**src/rtl/mmep_pkg.sv**
```systemverilog
// Package for the min/max envelope pyramid: payload types, defaults, register indexes.
`timescale 1ns / 1ps
package mmep_pkg;

  localparam int LEVELS_DEF      = 3;
  localparam int WINDOW_LOG2_DEF = 8;
  localparam int MAX_LEVELS      = 8;
  localparam int NRES_W          = $clog2(MAX_LEVELS + 1);
  localparam int IDX_W           = 24;

  localparam logic [0:0] REG_RANGE_LOW  = 1'b0;
  localparam logic [0:0] REG_RANGE_HIGH = 1'b1;

  localparam logic [7:0] RANGE_LOW_RST  = 8'd0;
  localparam logic [7:0] RANGE_HIGH_RST = 8'd255;
  localparam logic [7:0] MIN_RST        = 8'hFF;
  localparam logic [7:0] MAX_RST        = 8'h00;

  typedef struct packed {
    logic [7:0] sample;
    logic       restart;
    logic       payload_start;
  } in_item_t;

  typedef struct packed {
    logic             entry_valid;
    logic [2:0]       level;
    logic [7:0]       env_min;
    logic [7:0]       env_max;
    logic [IDX_W-1:0] entry_index;
    logic             out_of_range;
    logic             last;
  } out_item_t;

  // One finished envelope entry
  typedef struct packed {
    logic [7:0]       env_min;
    logic [7:0]       env_max;
    logic [IDX_W-1:0] idx;
  } entry_t;

  // Control part of a request walking down the cell chain
  typedef struct packed {
    logic              restart;
    logic              oor;
    logic              carry;
    logic [7:0]        cmin;
    logic [7:0]        cmax;
    logic [NRES_W-1:0] nres;
  } tok_ctl_t;

endpackage

```
**src/rtl/min_max_envelope_pyramid.sv**
```systemverilog
// A request is held in the request register of each level's cell in turn, then in the
// output stage, before its first result is offered. Throughput: one sample per cycle
// through a cell per level while not stalled; a sample that closes k windows holds the
// output stage for k results; back-to-back input then stalls once the cells are full.
// Reset: synchronous, active low; clears every window, fill, entry index and the out-of-range
// flag, and returns the range registers to their defaults at once, with no clearing pass.
`timescale 1ns / 1ps
module min_max_envelope_pyramid #(
  parameter int LEVELS      = mmep_pkg::LEVELS_DEF,
  parameter int WINDOW_LOG2 = mmep_pkg::WINDOW_LOG2_DEF
) (
  input  logic                clk,
  input  logic                rst_n,
  input  logic                in_valid,
  output logic                in_stall,
  input  mmep_pkg::in_item_t  in_data,
  output logic                out_valid,
  input  logic                out_stall,
  output mmep_pkg::out_item_t out_data,
  input  logic                cfg_wr_en,
  input  logic [0:0]          cfg_index,
  input  logic [7:0]          cfg_wdata
);

  logic [7:0] range_low_r, range_high_r;
  logic       flag_r, flag_nxt;
  logic       in_acc;

  mmep_pkg::tok_ctl_t            ctl_in;
  logic                          v   [LEVELS+1];
  logic                          rdy [LEVELS+1];
  mmep_pkg::tok_ctl_t            ctl [LEVELS+1];
  mmep_pkg::entry_t [LEVELS-1:0] ent [LEVELS+1];

  assign in_stall = !rdy[0];
  assign in_acc   = in_valid && !in_stall;

  always_comb begin
    flag_nxt = in_data.payload_start ? 1'b0 : flag_r;
    if ((in_data.sample > range_high_r) || (in_data.sample < range_low_r)) begin
      flag_nxt = 1'b1;
    end
  end

  always_ff @(posedge clk) begin
    if (!rst_n) begin
      range_low_r  <= mmep_pkg::RANGE_LOW_RST;
      range_high_r <= mmep_pkg::RANGE_HIGH_RST;
      flag_r       <= 1'b0;
    end else begin
      if (cfg_wr_en) begin
        if (cfg_index == mmep_pkg::REG_RANGE_LOW) begin
          range_low_r <= cfg_wdata;
        end else begin
          range_high_r <= cfg_wdata;
        end
      end
      if (in_acc) begin
        flag_r <= flag_nxt;
      end
    end
  end

  // the sample enters level 0 as a one-value window
  always_comb begin
    ctl_in.restart = in_data.restart;
    ctl_in.oor     = flag_nxt;
    ctl_in.carry   = 1'b1;
    ctl_in.cmin    = in_data.sample;
    ctl_in.cmax    = in_data.sample;
    ctl_in.nres    = '0;
  end
  assign ctl[0] = ctl_in;
  assign v[0]   = in_valid;
  assign ent[0] = '0;

  for (genvar l = 0; l < LEVELS; l++) begin : g_lvl
    mmep_cell #(
      .LEVELS      (LEVELS),
      .WINDOW_LOG2 (WINDOW_LOG2),
      .LEVEL_IDX   (l)
    ) u_cell (
      .clk     (clk),
      .rst_n   (rst_n),
      .valid_i (v[l]),
      .ctl_i   (ctl[l]),
      .ent_i   (ent[l]),
      .ready_o (rdy[l]),
      .valid_o (v[l+1]),
      .ctl_o   (ctl[l+1]),
      .ent_o   (ent[l+1]),
      .ready_i (rdy[l+1])
    );
  end

  mmep_emit #(
    .LEVELS (LEVELS)
  ) u_emit (
    .clk       (clk),
    .rst_n     (rst_n),
    .valid_i   (v[LEVELS]),
    .ctl_i     (ctl[LEVELS]),
    .ent_i     (ent[LEVELS]),
    .ready_o   (rdy[LEVELS]),
    .out_valid (out_valid),
    .out_stall (out_stall),
    .out_data  (out_data)
  );

endmodule

```
**src/rtl/mmep_cell.sv**
```systemverilog
// One envelope level: window min/max, fill and entry index, plus the request register to the next level.
`timescale 1ns / 1ps
module mmep_cell #(
  parameter int LEVELS      = mmep_pkg::LEVELS_DEF,
  parameter int WINDOW_LOG2 = mmep_pkg::WINDOW_LOG2_DEF,
  parameter int LEVEL_IDX   = 0
) (
  input  logic                              clk,
  input  logic                              rst_n,
  input  logic                              valid_i,
  input  mmep_pkg::tok_ctl_t                ctl_i,
  input  mmep_pkg::entry_t [LEVELS-1:0]     ent_i,
  output logic                              ready_o,
  output logic                              valid_o,
  output mmep_pkg::tok_ctl_t                ctl_o,
  output mmep_pkg::entry_t [LEVELS-1:0]     ent_o,
  input  logic                              ready_i
);

  logic [7:0]                 wmin_r, wmin_nxt;
  logic [7:0]                 wmax_r, wmax_nxt;
  logic [WINDOW_LOG2-1:0]     fill_r, fill_nxt;
  logic [mmep_pkg::IDX_W-1:0] cnt_r, cnt_nxt;
  logic                       valid_r;
  mmep_pkg::tok_ctl_t         ctl_r, ctl_nxt;
  mmep_pkg::entry_t [LEVELS-1:0] ent_r, ent_nxt;

  logic [7:0]                 base_min, base_max, new_min, new_max;
  logic [WINDOW_LOG2-1:0]     base_fill;
  logic [mmep_pkg::IDX_W-1:0] base_cnt;
  logic                       done, take;

  assign ready_o = !valid_r || ready_i;
  assign take    = valid_i && ready_o;

  always_comb begin
    // restart clears the window before this request touches it
    base_min  = ctl_i.restart ? mmep_pkg::MIN_RST : wmin_r;
    base_max  = ctl_i.restart ? mmep_pkg::MAX_RST : wmax_r;
    base_fill = ctl_i.restart ? '0 : fill_r;
    base_cnt  = ctl_i.restart ? '0 : cnt_r;
    new_min   = (ctl_i.cmin < base_min) ? ctl_i.cmin : base_min;
    new_max   = (ctl_i.cmax > base_max) ? ctl_i.cmax : base_max;
    done      = ctl_i.carry && (&base_fill);

    wmin_nxt = base_min;
    wmax_nxt = base_max;
    fill_nxt = base_fill;
    cnt_nxt  = base_cnt;
    if (done) begin
      wmin_nxt = mmep_pkg::MIN_RST;
      wmax_nxt = mmep_pkg::MAX_RST;
      fill_nxt = '0;
      cnt_nxt  = base_cnt + mmep_pkg::IDX_W'(1);
    end else if (ctl_i.carry) begin
      wmin_nxt = new_min;
      wmax_nxt = new_max;
      fill_nxt = base_fill + WINDOW_LOG2'(1);
    end

    ctl_nxt       = ctl_i;
    ctl_nxt.carry = done;
    ctl_nxt.cmin  = new_min;
    ctl_nxt.cmax  = new_max;
    ent_nxt       = ent_i;
    if (done) begin
      ctl_nxt.nres               = mmep_pkg::NRES_W'(LEVEL_IDX + 1);
      ent_nxt[LEVEL_IDX].env_min = new_min;
      ent_nxt[LEVEL_IDX].env_max = new_max;
      ent_nxt[LEVEL_IDX].idx     = base_cnt;
    end
  end

  always_ff @(posedge clk) begin
    if (!rst_n) begin
      valid_r <= 1'b0;
      wmin_r  <= mmep_pkg::MIN_RST;
      wmax_r  <= mmep_pkg::MAX_RST;
      fill_r  <= '0;
      cnt_r   <= '0;
    end else begin
      if (ready_o) begin
        valid_r <= valid_i;
      end
      if (take) begin
        wmin_r <= wmin_nxt;
        wmax_r <= wmax_nxt;
        fill_r <= fill_nxt;
        cnt_r  <= cnt_nxt;
      end
    end
  end

  always_ff @(posedge clk) begin
    if (take) begin
      ctl_r <= ctl_nxt;
      ent_r <= ent_nxt;
    end
  end

  assign valid_o = valid_r;
  assign ctl_o   = ctl_r;
  assign ent_o   = ent_r;

endmodule

```
**src/rtl/mmep_emit.sv**
```systemverilog
// Output stage: holds a done request, hands out its entries one per cycle unless stalled.
`timescale 1ns / 1ps
module mmep_emit #(
  parameter int LEVELS = mmep_pkg::LEVELS_DEF
) (
  input  logic                          clk,
  input  logic                          rst_n,
  input  logic                          valid_i,
  input  mmep_pkg::tok_ctl_t            ctl_i,
  input  mmep_pkg::entry_t [LEVELS-1:0] ent_i,
  output logic                          ready_o,
  output logic                          out_valid,
  input  logic                          out_stall,
  output mmep_pkg::out_item_t           out_data
);

  localparam int PW = (LEVELS > 1) ? $clog2(LEVELS) : 1;

  logic                          busy_r;
  logic [PW-1:0]                 pos_r;
  logic [mmep_pkg::NRES_W-1:0]   nres_r;
  logic                          oor_r;
  mmep_pkg::entry_t [LEVELS-1:0] ent_r;
  mmep_pkg::entry_t              cur;
  logic                          has_ent, is_last, acc, load;

  assign has_ent = (nres_r != '0);
  assign is_last = !has_ent || (mmep_pkg::NRES_W'(pos_r) == nres_r - mmep_pkg::NRES_W'(1));
  assign acc     = busy_r && !out_stall;
  assign ready_o = !busy_r || (acc && is_last);
  assign load    = valid_i && ready_o;
  assign cur     = ent_r[pos_r];

  always_ff @(posedge clk) begin
    if (!rst_n) begin
      busy_r <= 1'b0;
      pos_r  <= '0;
    end else if (load) begin
      busy_r <= 1'b1;
      pos_r  <= '0;
    end else if (acc) begin
      // advance to the next level, or drop the request after its last entry
      busy_r <= !is_last;
      pos_r  <= is_last ? '0 : pos_r + PW'(1);
    end
  end

  always_ff @(posedge clk) begin
    if (load) begin
      nres_r <= ctl_i.nres;
      oor_r  <= ctl_i.oor;
      ent_r  <= ent_i;
    end
  end

  always_comb begin
    out_data              = '0;
    out_data.entry_valid  = has_ent;
    out_data.out_of_range = oor_r;
    out_data.last         = is_last;
    if (has_ent) begin
      out_data.level       = 3'(pos_r);
      out_data.env_min     = cur.env_min;
      out_data.env_max     = cur.env_max;
      out_data.entry_index = cur.idx;
    end
  end

  assign out_valid = busy_r;

endmodule

```
**config.mk**
```make
export PLATFORM = sky130hd
export DESIGN_NAME = min_max_envelope_pyramid
export DESIGN_NICKNAME = d
export VERILOG_FILES = /design/src/rtl/mmep_pkg.sv /design/src/rtl/min_max_envelope_pyramid.sv /design/src/rtl/mmep_cell.sv /design/src/rtl/mmep_emit.sv
export SDC_FILE = /design/constraint.sdc
export NUM_CORES = 1
export LEC_CHECK = 0
export BUFFER_PORTS_ARGS = -buffer_cell sky130_fd_sc_hd__buf_2
export CORE_ASPECT_RATIO = 1.5
export CORE_MARGIN = 2
export CORE_UTILIZATION = 62
export CTS_BUF_LIST = sky130_fd_sc_hd__clkbuf_8 sky130_fd_sc_hd__clkbuf_16
export CTS_CLUSTER_SIZE = 20
export DETAILED_ROUTE_END_ITERATION = 8
export PLACE_DENSITY = 0.84
export SLEW_MARGIN = 20
export SYNTH_ARGS = -nofsm -noshare
export SYNTH_HDL_FRONTEND = slang
export SYNTH_SLANG_ARGS = --single-unit
```
**constraint.sdc**
```tcl
create_clock -name clk -period 7.5 [get_ports clk]
set_clock_uncertainty 0.15 [all_clocks]
set_input_delay 0 -clock clk [delete_from_list [all_inputs] [get_ports clk]]
set_output_delay 0 -clock clk [all_outputs]
set_load 0.01 [all_outputs]
```
## Yosys cells after proc, flatten, opt, wreduce, memory -nomap -nowiden

Index checks and enable logic that the tools add are counted.
Widths: inputs -> output; s select.

| operators by class | value |
|---|---|
| reduce and logical (&&, ||, !) cells | 30 |
| equal/unequal tests | 1 |
| $mul | 0 |
| multiplexer cells | 45 |
| bitwise logic cells | 2 |
| magnitude comparators | 9 |
| shift operators | 0 |
| $add $sub $neg | 8 |
| divide/modulo/power cells | 0 |

Operators by type and width:

| operator | count |
|---|---|
| $mux 8 | 30 |
| $mux 24 | 6 |
| $bmux 40 s2 | 1 |
| $add 24x1->24 const B | 3 |
| $mux 42 | 1 |
| $mux 40 | 1 |
| $gt 8x8->1 | 4 |
| $lt 8x8->1 | 4 |
| $add 8x1->8 const B | 3 |
| $reduce_and 8->1 | 3 |
| $logic_and 1x1->1 | 8 |
| $logic_not 1->1 | 8 |
| $logic_or 1x1->1 | 6 |
| $mux 1 | 5 |
| $eq 2x4->1 | 1 |
| $reduce_and 2->1 | 2 |
| $reduce_bool 4->1 | 1 |
| $sub 4x1->4 const B | 1 |
| $lt 2x3->1 const B | 1 |
| $add 2x1->2 const B | 1 |
| $mux 2 | 1 |
| $not 1->1 | 2 |
| $reduce_bool 2->1 | 1 |
| $reduce_or 2->1 | 1 |

| storage, ports and cells | value |
|---|---|
| RAM bits | 0 |
| output and inout bits | 48 |
| register bits | 583 |
| word-level logic and storage cells | 158 |
| bits in latches | 0 |
| memories | 0 |
| bits in read-only memories | 0 |
| input bits | 24 |

## Logic depth before layout (Yosys ltp)

Gate-level depths: netlist (run 1).

| logic depth | value |
|---|---|
| depth after elaboration | 9 |
| mapped depth | 13 |

## Modules after synthesis

From an unflattened synthesis (run 1), not the netlist that was laid out.

| second synthesis, totals | value |
|---|---|
| cell total of the unflattened synthesis | 2489 |
| area total of the unflattened synthesis | 30315.3 µm² |

By module, submodules not included:

| module | area each (µm²) | instances | cells each |
|---|---|---|---|
| mmep_cell at g_lvl[2].u_cell | 8403.1 | 1 | 725 |
| mmep_cell at g_lvl[0].u_cell | 8007.7 | 1 | 638 |
| mmep_cell at g_lvl[1].u_cell | 7815.0 | 1 | 654 |
| mmep_emit | 5062.4 | 1 | 343 |
| min_max_envelope_pyramid | 1027.2 | 1 | 129 |

## Worst setup path after synthesis (run 1)

Ideal clock, no wire load.

| timing | value |
|---|---|
| path kind | reg-to-reg |
| start | register u_emit.nres_r[0] (netlist name) |
| end | register g_lvl[2].u_cell.cnt_r[8] (netlist name) |
| slack | 1550 ps |
| data arrival time | 5673 ps |
| required time | 7222 ps |
| stages on the path, launching flop included | 12 |
| library setup time | 128 ps |
| path through | edfxtp_1 > inv_1 > ha_1 > xor2_1 > a211o_1 > nand2_1 > buf_2 > inv_2 > clkbuf_1 > o21ai_0 > a22oi_1 > nor2_1 |

| on the way | value |
|---|---|
| cells in the longest elaborated chain, start to end | 7 |
| elaborated cells between the ends (all ways) | 9 |

Ends and longest elaborated chain:

| element | line | source |
|---|---|---|
| start: declaration | mmep_emit.sv:21 | `logic [mmep_pkg::NRES_W-1:0] nres_r;` |
| start signal: assignment | mmep_emit.sv:50 | `nres_r <= ctl_i.nres;` |
| $sub 4x1->4 / $reduce_bool 4->1 (equally long branches) | mmep_emit.sv:28, mmep_emit.sv:27 |  |
| $eq 2x4->1 / $logic_not 1->1 (equally long branches) | mmep_emit.sv:28 | `assign is_last = !has_ent \|\| (mmep_pkg::NRES_W'(pos_r) == nres_r - mmep_pkg::NRES_W'(1));` |
| $logic_or 1x1->1 (*) | mmep_emit.sv:28 |  |
| $logic_and 1x1->1 (*) | mmep_emit.sv:30 | `assign ready_o = !busy_r \|\| (acc && is_last);` |
| $logic_or 1x1->1 (*) | mmep_emit.sv:30 |  |
| $logic_or 1x1->1 (*) | mmep_cell.sv:33 | `assign ready_o = !valid_r \|\| ready_i;` |
| $logic_and 1x1->1 (*) | mmep_cell.sv:34 | `assign take = valid_i && ready_o;` |
| via g_lvl[2].u_cell.take | mmep_cell.sv:31 | `logic done, take;` |
| end signal: assignment | mmep_cell.sv:89 | `cnt_r <= cnt_nxt;` |
| end: declaration | mmep_cell.sv:23 | `logic [mmep_pkg::IDX_W-1:0] cnt_r, cnt_nxt;` |

Mark *: on every way through the listed nets, which the timed path passes. The rest lies on a longest branch.
A chain may end at the register's enable or synchronous reset.

## Worst setup path in the final report (run 1)

| timing | value |
|---|---|
| start | register u_emit.pos_r[1] |
| end | register g_lvl[2].u_cell.wmin_r[7] |

| on the way | value |
|---|---|
| cells in the longest elaborated chain, start to end | 6 |

Ends and longest elaborated chain:

| element | line | source |
|---|---|---|
| start: declaration | mmep_emit.sv:20 | `logic [PW-1:0] pos_r;` |
| start signal: assignment | mmep_emit.sv:44 | `pos_r <= is_last ? '0 : pos_r + PW'(1);` |
| $eq 2x4->1 | mmep_emit.sv:28 |  |
| $logic_or 1x1->1 | mmep_emit.sv:28 |  |
| $logic_and 1x1->1 | mmep_emit.sv:30 |  |
| $logic_or 1x1->1 | mmep_emit.sv:30 |  |
| $logic_or 1x1->1 | mmep_cell.sv:33 |  |
| $logic_and 1x1->1 | mmep_cell.sv:34 |  |
| end signal: assignment | mmep_cell.sv:77 | `wmin_r <= mmep_pkg::MIN_RST;` |
| end signal: assignment | mmep_cell.sv:86 | `wmin_r <= wmin_nxt;` |
| end: declaration | mmep_cell.sv:20 | `logic [7:0] wmin_r, wmin_nxt;` |

No other way between the ends.

==> impl_results.md, run 1 <==
* Static leakage at 9.72 nW
* RR Endpoint: g_lvl[2].u_cell.wmin_r[7]
* Class of the most critical setup path: reg2reg
* Nets at 2165
* HP Class: in2reg
* Drt pass-1 iters at 6
* Worst path cell trace: buf_4 > xor2_1 > a211o_1 > nand2_1 > inv_4 > nand4_1 > mux2i_1 > nand2_1
* Drt wl/cell at 19.5 um
* Area contributors post-synth: edfxtp_1 (51%), dfxtp_1 (14%), nor2_1 (3.6%), ha_1 (3.5%), mux2i_1 (3.4%)
* Max Root-Sink Buffers at 3
* Achievable Freq at between 200 and 250 MHz
* Area Overhead vs Synth at 11.5%
* Post-synth EDFFs at 406
* Sequential area share after synthesis at 64.4%
* Slew margin rel. at 25.2%
* Detail Placement HPWL at ~32 mm
* Row Count at 88
* Count leader, synth: edfxtp_1
* First-pass GRT wire length at 80.9 mm
* Avg Synthesized Cell Area at 12.0 um2
* Cell variety after synth at 70
* Routing usage on met3 at under 10%
* Reg clk slew, reported paths at 0.06 ns
* CP max FO at 70
* DRT Wirelength at 50.8 mm
* Die Width at 165 um
* RSZ-0062 raised after global routing: no
* Critical Path RT at 7.78 ns
* Ys Warns at 0
* Total area of sequential cells at approximately 16000 um2
* Final period util at 62.0%
* Post-Syn Nets at 2099
* Final hold violation count at 0
* Mapped Area at 24100 um2
* Top-area cell type share of the netlist area at 50.5%
* H-tree Lvls at 2
* FFs w/ async S/R, synth at 0%
* DRC at 0
* Critical Path Sink Type: flip-flop
* GRT Total Usage at 25.4%
* Fin. max-slew vios at 0
* Most frequent CP cell: nand2_1
* Final setup viols at 0
* Die footprint at about 40000 um2
* Mapped Cells at roughly 2000
* Vias at roughly 16000
* Worst-margin pin slew at 1.12 ns
* Diode count at 0
* Setup_tns at 0 ns
* HP Start: cfg_wdata[6]
* Initial cell density of the core at about 63%
* Met2 GRT Util at a little under half
* Post_cts resized at 0
* Hold endpoint: range_low_r[6]
* #FFs+latches synth at 573
* Register-to-register setup slack at about 2.9 ns
* Initial antenna violation count at 0
* GRT Max-Usage Layer: met2
* # Max-Cap Violations at 0
* CORE AREA at 38400 um2
* Post-route ant nets at 0
* Total gr overflow at 0
* Layout cell share with drive strength beyond 1 at about a tenth
* Max stage delay on crit path at 0.86 ns
* Post-route minimum period at 4.65 ns
* Crit-path slowest cell: inv_4
* Buffer and inverter count on the worst path at 2
* Largest net degree at the start of global routing at 73
* Vias in the first global route at 15700
* Place WS at 3.02 ns
* Post-CTS Setup Inserts at 0
* Root Buffer: clkbuf_16
* Gpl congestion at 0.849
* Top post-synthesis cells by count: edfxtp_1 (406), nor2_1 (232), dfxtp_1 (167)
* Top cell type by total area after synthesis: edfxtp_1
* Status: complete, no violations
* Hold_buf cts at 39
* I/O Pins at 72
* Clk_lat worst skew at 0.57 ns
* PD cells at roughly 240 nW/um2
* Startpoint Class: flip-flop
* Port buffer count at 70
* Reg2Reg Launch Point: u_emit.pos_r[1]
* Layout filler cell count at 2467
* Delay-heaviest family, CP: buffers and inverters
* Die H at 246 um
* Critical Path Start: u_emit.pos_r[1]
* Worst r2r path cells at 8
* Fin worst setup slack at 2.85 ns
* Peak supply drop at 184 uV
* Multi-input gate area at 7890 um2
* Hold slack at 0.0959 ns
* GR Util met1 at between 30% and 40%
* Hold path depth at 4
* Clock sinks at 573
* DR iter-0 viols at 1315
* Top_reg_cell synth: edfxtp_1
* Worst EP arrival at 4.92 ns
* CTS tree: done
* Vias/cell at 6.12
* Total CTS buffers at 49
[tightest hold or removal path, delay by kind of cell]
| family | cells | cell delay, ns |
|---|---|---|
| buffers and inverters | 2 | 0.63 |
| multiplexers | 1 | 0.06 |
| AND/OR/NAND/NOR | 1 | 0.08 |
[through the flow]
stage               area (um2)  power [mW]  std cells  util [%]
global placement         24800        3.86       2479      64.6
detailed placement       24800        3.88       2479      64.6
global route             26900        6.59       2609      70.0
floorplan                24100        3.78       2008         -
finish                   26900        6.42       2609      70.0
CTS                      26900        6.44       2609      69.9
[state kept, by name, indices dropped and copies added, names as in the netlist, 2 cells and up]
signal	count
range_high_r	8
u_emit.ent_r	120
g_lvl.u_cell.cnt_r	72
g_lvl.u_cell.wmax_r	24
g_lvl.u_cell.ent_o	240
g_lvl.u_cell.wmin_r	24
u_emit.nres_r	2
g_lvl.u_cell.ctl_o	43
g_lvl.u_cell.valid_o	3
g_lvl.u_cell.fill_r	24
range_low_r	8
u_emit.pos_r	2
[routing by layer]
metal	vias to the layer above	part of all wire (%)
met5	-	0
met2	636	53
met4	0	3.6
li1	7474	-
met3	152	5.7
met1	7711	38
[layout by cell type, fill, tap and decap left out, types with 16 or more instances in the layout]
cell type and count:
buf_2 70, nand2_1 120, a31oi_1 18, buf_4 19
inv_1 83, a22o_1 16, dfxtp_1 166, and2_1 73
nor3_1 29, nor2_1 232, a21oi_1 131, mux2i_1 82
nand3_1 43, edfxtp_1 406, xor2_1 16, nor2b_1 26
clkbuf_16 50, a211oi_1 17, nand4_1 32, nand2b_1 22
and3_1 35, ha_1 66, dlygate4sd3_1 39, o21ai_0 78
o211ai_1 28
[final cells by class]
| type | instances | share of cell area [%] |
|---|---|---|
| inverter | 78 | 1.11 |
| tap | 495 | 2.30 |
| multi-input combinational | 1244 | 29.3 |
| clock buffer | 55 | 4.91 |
| sequential | 573 | 57.8 |
| timing repair buffer | 128 | 3.29 |
| clock inverter | 36 | 1.27 |
[power breakdown]
| part | switching [mW] | total [mW] | internal [mW] | leakage (nW) |
|---|---|---|---|---|
| registers | 0.0464 | 3.52 | 3.48 | 5.15 |
| logic | 0.203 | 0.311 | 0.108 | 3.71 |
| clock network | 1.11 | 2.59 | 1.47 | 0.854 |
| total | 1.36 | 6.42 | 5.06 | 9.72 |
[cell families after synthesis]
kind of cell	count (synthesis)	synth area share [%]
xor gates and xnor gates	23	0.835
AOI/OAI and AO/OA	367	9.59
buffers and inverters	191	3.08
DFF	573	64.4
and+or+nand+nor	693	14.7
other	1	0.0155
muxes	93	3.92
adders and majority gates	67	3.48
[how the worst max path moves through the flow]
| stage | to | slack, ns | cells after the start |
|---|---|---|---|
| floorplan | g_lvl[2].u_cell.cnt_r[8] | 1.55 | 11 |
| global placement | g_lvl[1].u_cell.ent_o[33] | 3.19 | 7 |
| detailed placement | g_lvl[1].u_cell.ent_o[34] | 3.02 | 7 |
| CTS | g_lvl[2].u_cell.wmin_r[7] | 2.93 | 8 |
| global route | g_lvl[2].u_cell.wmin_r[5] | 2.55 | 8 |
| finish | g_lvl[2].u_cell.wmin_r[7] | 2.85 | 8 |
(Power assumes the default switching activity.)
==> run 2, diff against run 1 <==
==> constraint.sdc (replaced) <==
create_clock -name clk -period 4.7 [get_ports clk]
set_clock_uncertainty 0.15 [all_clocks]
set_input_delay 0 -clock clk [delete_from_list [all_inputs] [get_ports clk]]
set_output_delay 0 -clock clk [all_outputs]
set_load 0.01 [all_outputs]
==> run 2 against run 1 <==
Die area did not move. Clock-buffer cell count did not move. Register-to-register slack got worse by 1.8 ns. Critical path depth rose by 1. Sequential power rose by 60%. Global-route usage rose by 0.73 points. Combinational power rose by 64%. Power rose by 64%. Core utilization rose by 0.63 points. Non-clock buffer count rose by 14. Critical path type unchanged. Critical endpoint is now g_lvl[2].u_cell.cnt_r[23]. Largest cell class unchanged.
==> impl_results.md, run 2 (synthesis gave the netlist of run 1 again) <==
* HP Class: in2reg (unchanged)
* Startpoint Class: flip-flop (unchanged)
* Die H at 246 um (unchanged)
* Critical Path Start: g_lvl[1].u_cell.ctl_o[22] (was u_emit.pos_r[1])
* # Max-Cap Violations at 0 (unchanged)
* Reg2Reg Launch Point: g_lvl[1].u_cell.ctl_o[22] (was u_emit.pos_r[1])
* Design area at 27100 um2 (was 26900 um2)
* Hold slack at 0.0611 ns (was 0.0959 ns)
* Vias in the first global route at 15900 (was 15700)
* Setup_tns at 0 ns (unchanged)
* Clock power share at 41.8% (was 40.3%)
* Post-route minimum period at 3.61 ns (was 4.65 ns)
* Total CTS buffers at 49 (unchanged)
* Commonest non-fill, non-tap cell in the layout: edfxtp_1 (unchanged)
* H-tree Lvls at 2 (unchanged)
* Port buffer count at 70 (unchanged)
* Reg clk slew, reported paths at 0.07 ns (was 0.06 ns)
* GR Util met1 at 31.5% (about the same)
* Layout cell share with drive strength beyond 1 at 10.8% (was 9.84%)
* Root Buffer: clkbuf_16 (unchanged)
* Drt pass-1 iters at 6 (unchanged)
* Critical Path Sink Type: flip-flop (unchanged)
* CP max FO at 30 (was 70)
* Clk_lat worst skew at 0.59 ns (was 0.57 ns)
* HP Start: cfg_index (was cfg_wdata[6])
* First-pass GRT wire length at 82.6 mm (was 80.9 mm)
* Final setup viols at 0 (unchanged)
* Critical Path RT at 5.00 ns (was 7.78 ns)
* CTS tree: done (unchanged)
* Power Total at 10.5 mW (was 6.42 mW)
* Hold_buf cts at 39 (unchanged)
* Initial antenna violation count at 0 (unchanged)
* Achievable Freq at 277 MHz (was 215 MHz)
* Worst EP arrival at 3.91 ns (was 4.92 ns)
* Crit-path slowest cell: nor4_1 (was inv_4)
* Die Width at 165 um (unchanged)
* Vias at 16300 (was 16000)
* Max reg flops at 240 (unchanged)
* Sequential share of power at 53.4% (was 54.9%)
* Vias/cell at 6.20 (was 6.12)
* Worst path cell trace: buf_4 > nor2b_1 > ha_1 > nand4_2 > nor4_1 > nand4_1 > nor4_1 > xor2_1 > nor2_1 (was buf_4 > xor2_1 > a211o_1 > nand2_1 > inv_4 > nand4_1 > mux2i_1 > nand2_1)
* Peak supply drop at 311 uV (was 184 uV)
* Delay-heaviest family, CP: simple AND/OR/NAND/NOR gates (was buffers and inverters)
* I/O Pins at 72 (unchanged)
* Status: complete, no violations (unchanged)
* Worst-margin pin slew at 1.16 ns (was 1.12 ns)
* Die footprint at 40500 um2 (unchanged)
* Combinational Power Share at 4.8% (about the same)
* Nets at 2179 (was 2165)
* Static leakage at 9.81 nW (was 9.72 nW)
* Post-CTS Setup Inserts at 0 (unchanged)
* Initial cell density of the core at 62.8% (unchanged)
* Max stage delay on crit path at 0.86 ns (about the same)
* CORE AREA at 38400 um2 (unchanged)
* DR iter-0 viols at 1298 (was 1315)
* Post-route ant nets at 0 (unchanged)
* Detail Placement HPWL at 33.4 mm (was 31.8 mm)
* Area Overhead vs Synth at 12.5% (was 11.5%)
* Routing usage on met3 at 3.53% (was 2.92%)
* Row Count at 88 (unchanged)
* Largest net degree at the start of global routing at 65 (was 73)
* Met2 GRT Util at 46.4% (was 45.4%)
* Max Root-Sink Buffers at 3 (unchanged)
* GRT Total Usage at 26.1% (was 25.4%)
* Most frequent cells in the layout: edfxtp_1 (406), nor2_1 (232), dfxtp_1 (166), a21oi_1 (131), nand2_1 (120) (unchanged)
* Gpl congestion at 0.880 (was 0.849)
* RSZ-0062 raised after global routing: no (unchanged)
* Dpl cell area at 24900 um2 (was 24800 um2)
* Diode count at 0 (unchanged)
* Final hold violation count at 0 (unchanged)
* Total gr overflow at 0 (unchanged)
* Post_cts resized at 0 (unchanged)
* Buffer and inverter count on the worst path at 1 (was 2)
* DRC at 0 (unchanged)
* Class of the most critical setup path: reg2reg (unchanged)
* Final period util at 76.7% (was 62.0%)
* Slew margin rel. at 22.4% (was 25.2%)
* Drt wl/cell at 20.0 um (was 19.5 um)
* Layout filler cell count at 2438 (was 2467)
* Int Pwr at 8.30 mW (was 5.06 mW)
* DRT Wirelength at 52.4 mm (was 50.8 mm)
* GRT Max-Usage Layer: met2 (unchanged)
* Clock sinks at 573 (unchanged)
* Most frequent CP cell: nor4_1 (was nand2_1)
* PD cells at 388 nW/um2 (was 239 nW/um2)
* Fin. max-slew vios at 0 (unchanged)
* Sw frac at 21.2% (about the same)
* NetSw at 2.23 mW (was 1.36 mW)
[run 2: cell types whose count changed in the layout (fill, tap and decap cells not counted), moves of 2 or more]
cell and change:
buf_12 +3, buf_4 +11, bufinv_16 +4, clkinv_1 -3, clkinv_2 +6, clkinv_8 +2, inv_1 -6
[run 2: worst paths after layout]
path	to	slack, ns	cells after the start
worst max-delay path	g_lvl[2].u_cell.cnt_r[23]	1.09	9
worst min-delay path	range_low_r[2]	0.06	4
worst max register to register	g_lvl[2].u_cell.cnt_r[23]	1.09	9
worst min register to register	u_emit.ent_r[80]	0.25	0
[run 2: area by class of cell]
cell class | instances | area [um2] | share of cell area, %
flip-flops and latches | 573 | 15500 | 57.3
multi-input cells | 1244 | 7860 | 29.0
clock buffers | 55 | 1310 | 4.82
repair buffers | 142 | 1030 | 3.78
well taps | 495 | 619 | 2.28
clock inverters | 37 | 477 | 1.76
inverters | 78 | 299 | 1.10
[run 2: layer usage]
layer  share of wire [%]  wire (um)
met5                   0          0
met4                 4.3       2250
met3                 6.6       3450
met2                  52      27300
met1                  37      19500
[run 2: worst reg2reg max path: cells and delay by family, from the launching register on]
kind	cells	cell delay [ns]
and+or+nand+nor	6	2.11
DFF	1	0.52
buffers and inverters	1	0.29
adders and majority gates	1	0.24
xor gates and xnor gates	1	0.18
[run 2: stage by stage]
stage / util (%) / instances / setup slack (ns)
finish: 70.6 / 2624 / 1.09
global route: 70.6 / 2624 / 0.883
CTS: 70.6 / 2624 / 1.16
detailed placement: 64.9 / 2493 / 1.12
global placement: 64.9 / 2493 / 1.30
floorplan: - / 2008 / 0.476
[run 2: power groups by stage]
stage | registers [mW] | logic [mW] | clock network, mW
floorplan | 5.70 | 0.329 | 0
global placement | 5.72 | 0.448 | 0
detailed placement | 5.73 | 0.472 | 0
CTS | 5.62 | 0.501 | 4.43
global route | 5.63 | 0.557 | 4.62
finish | 5.62 | 0.510 | 4.40
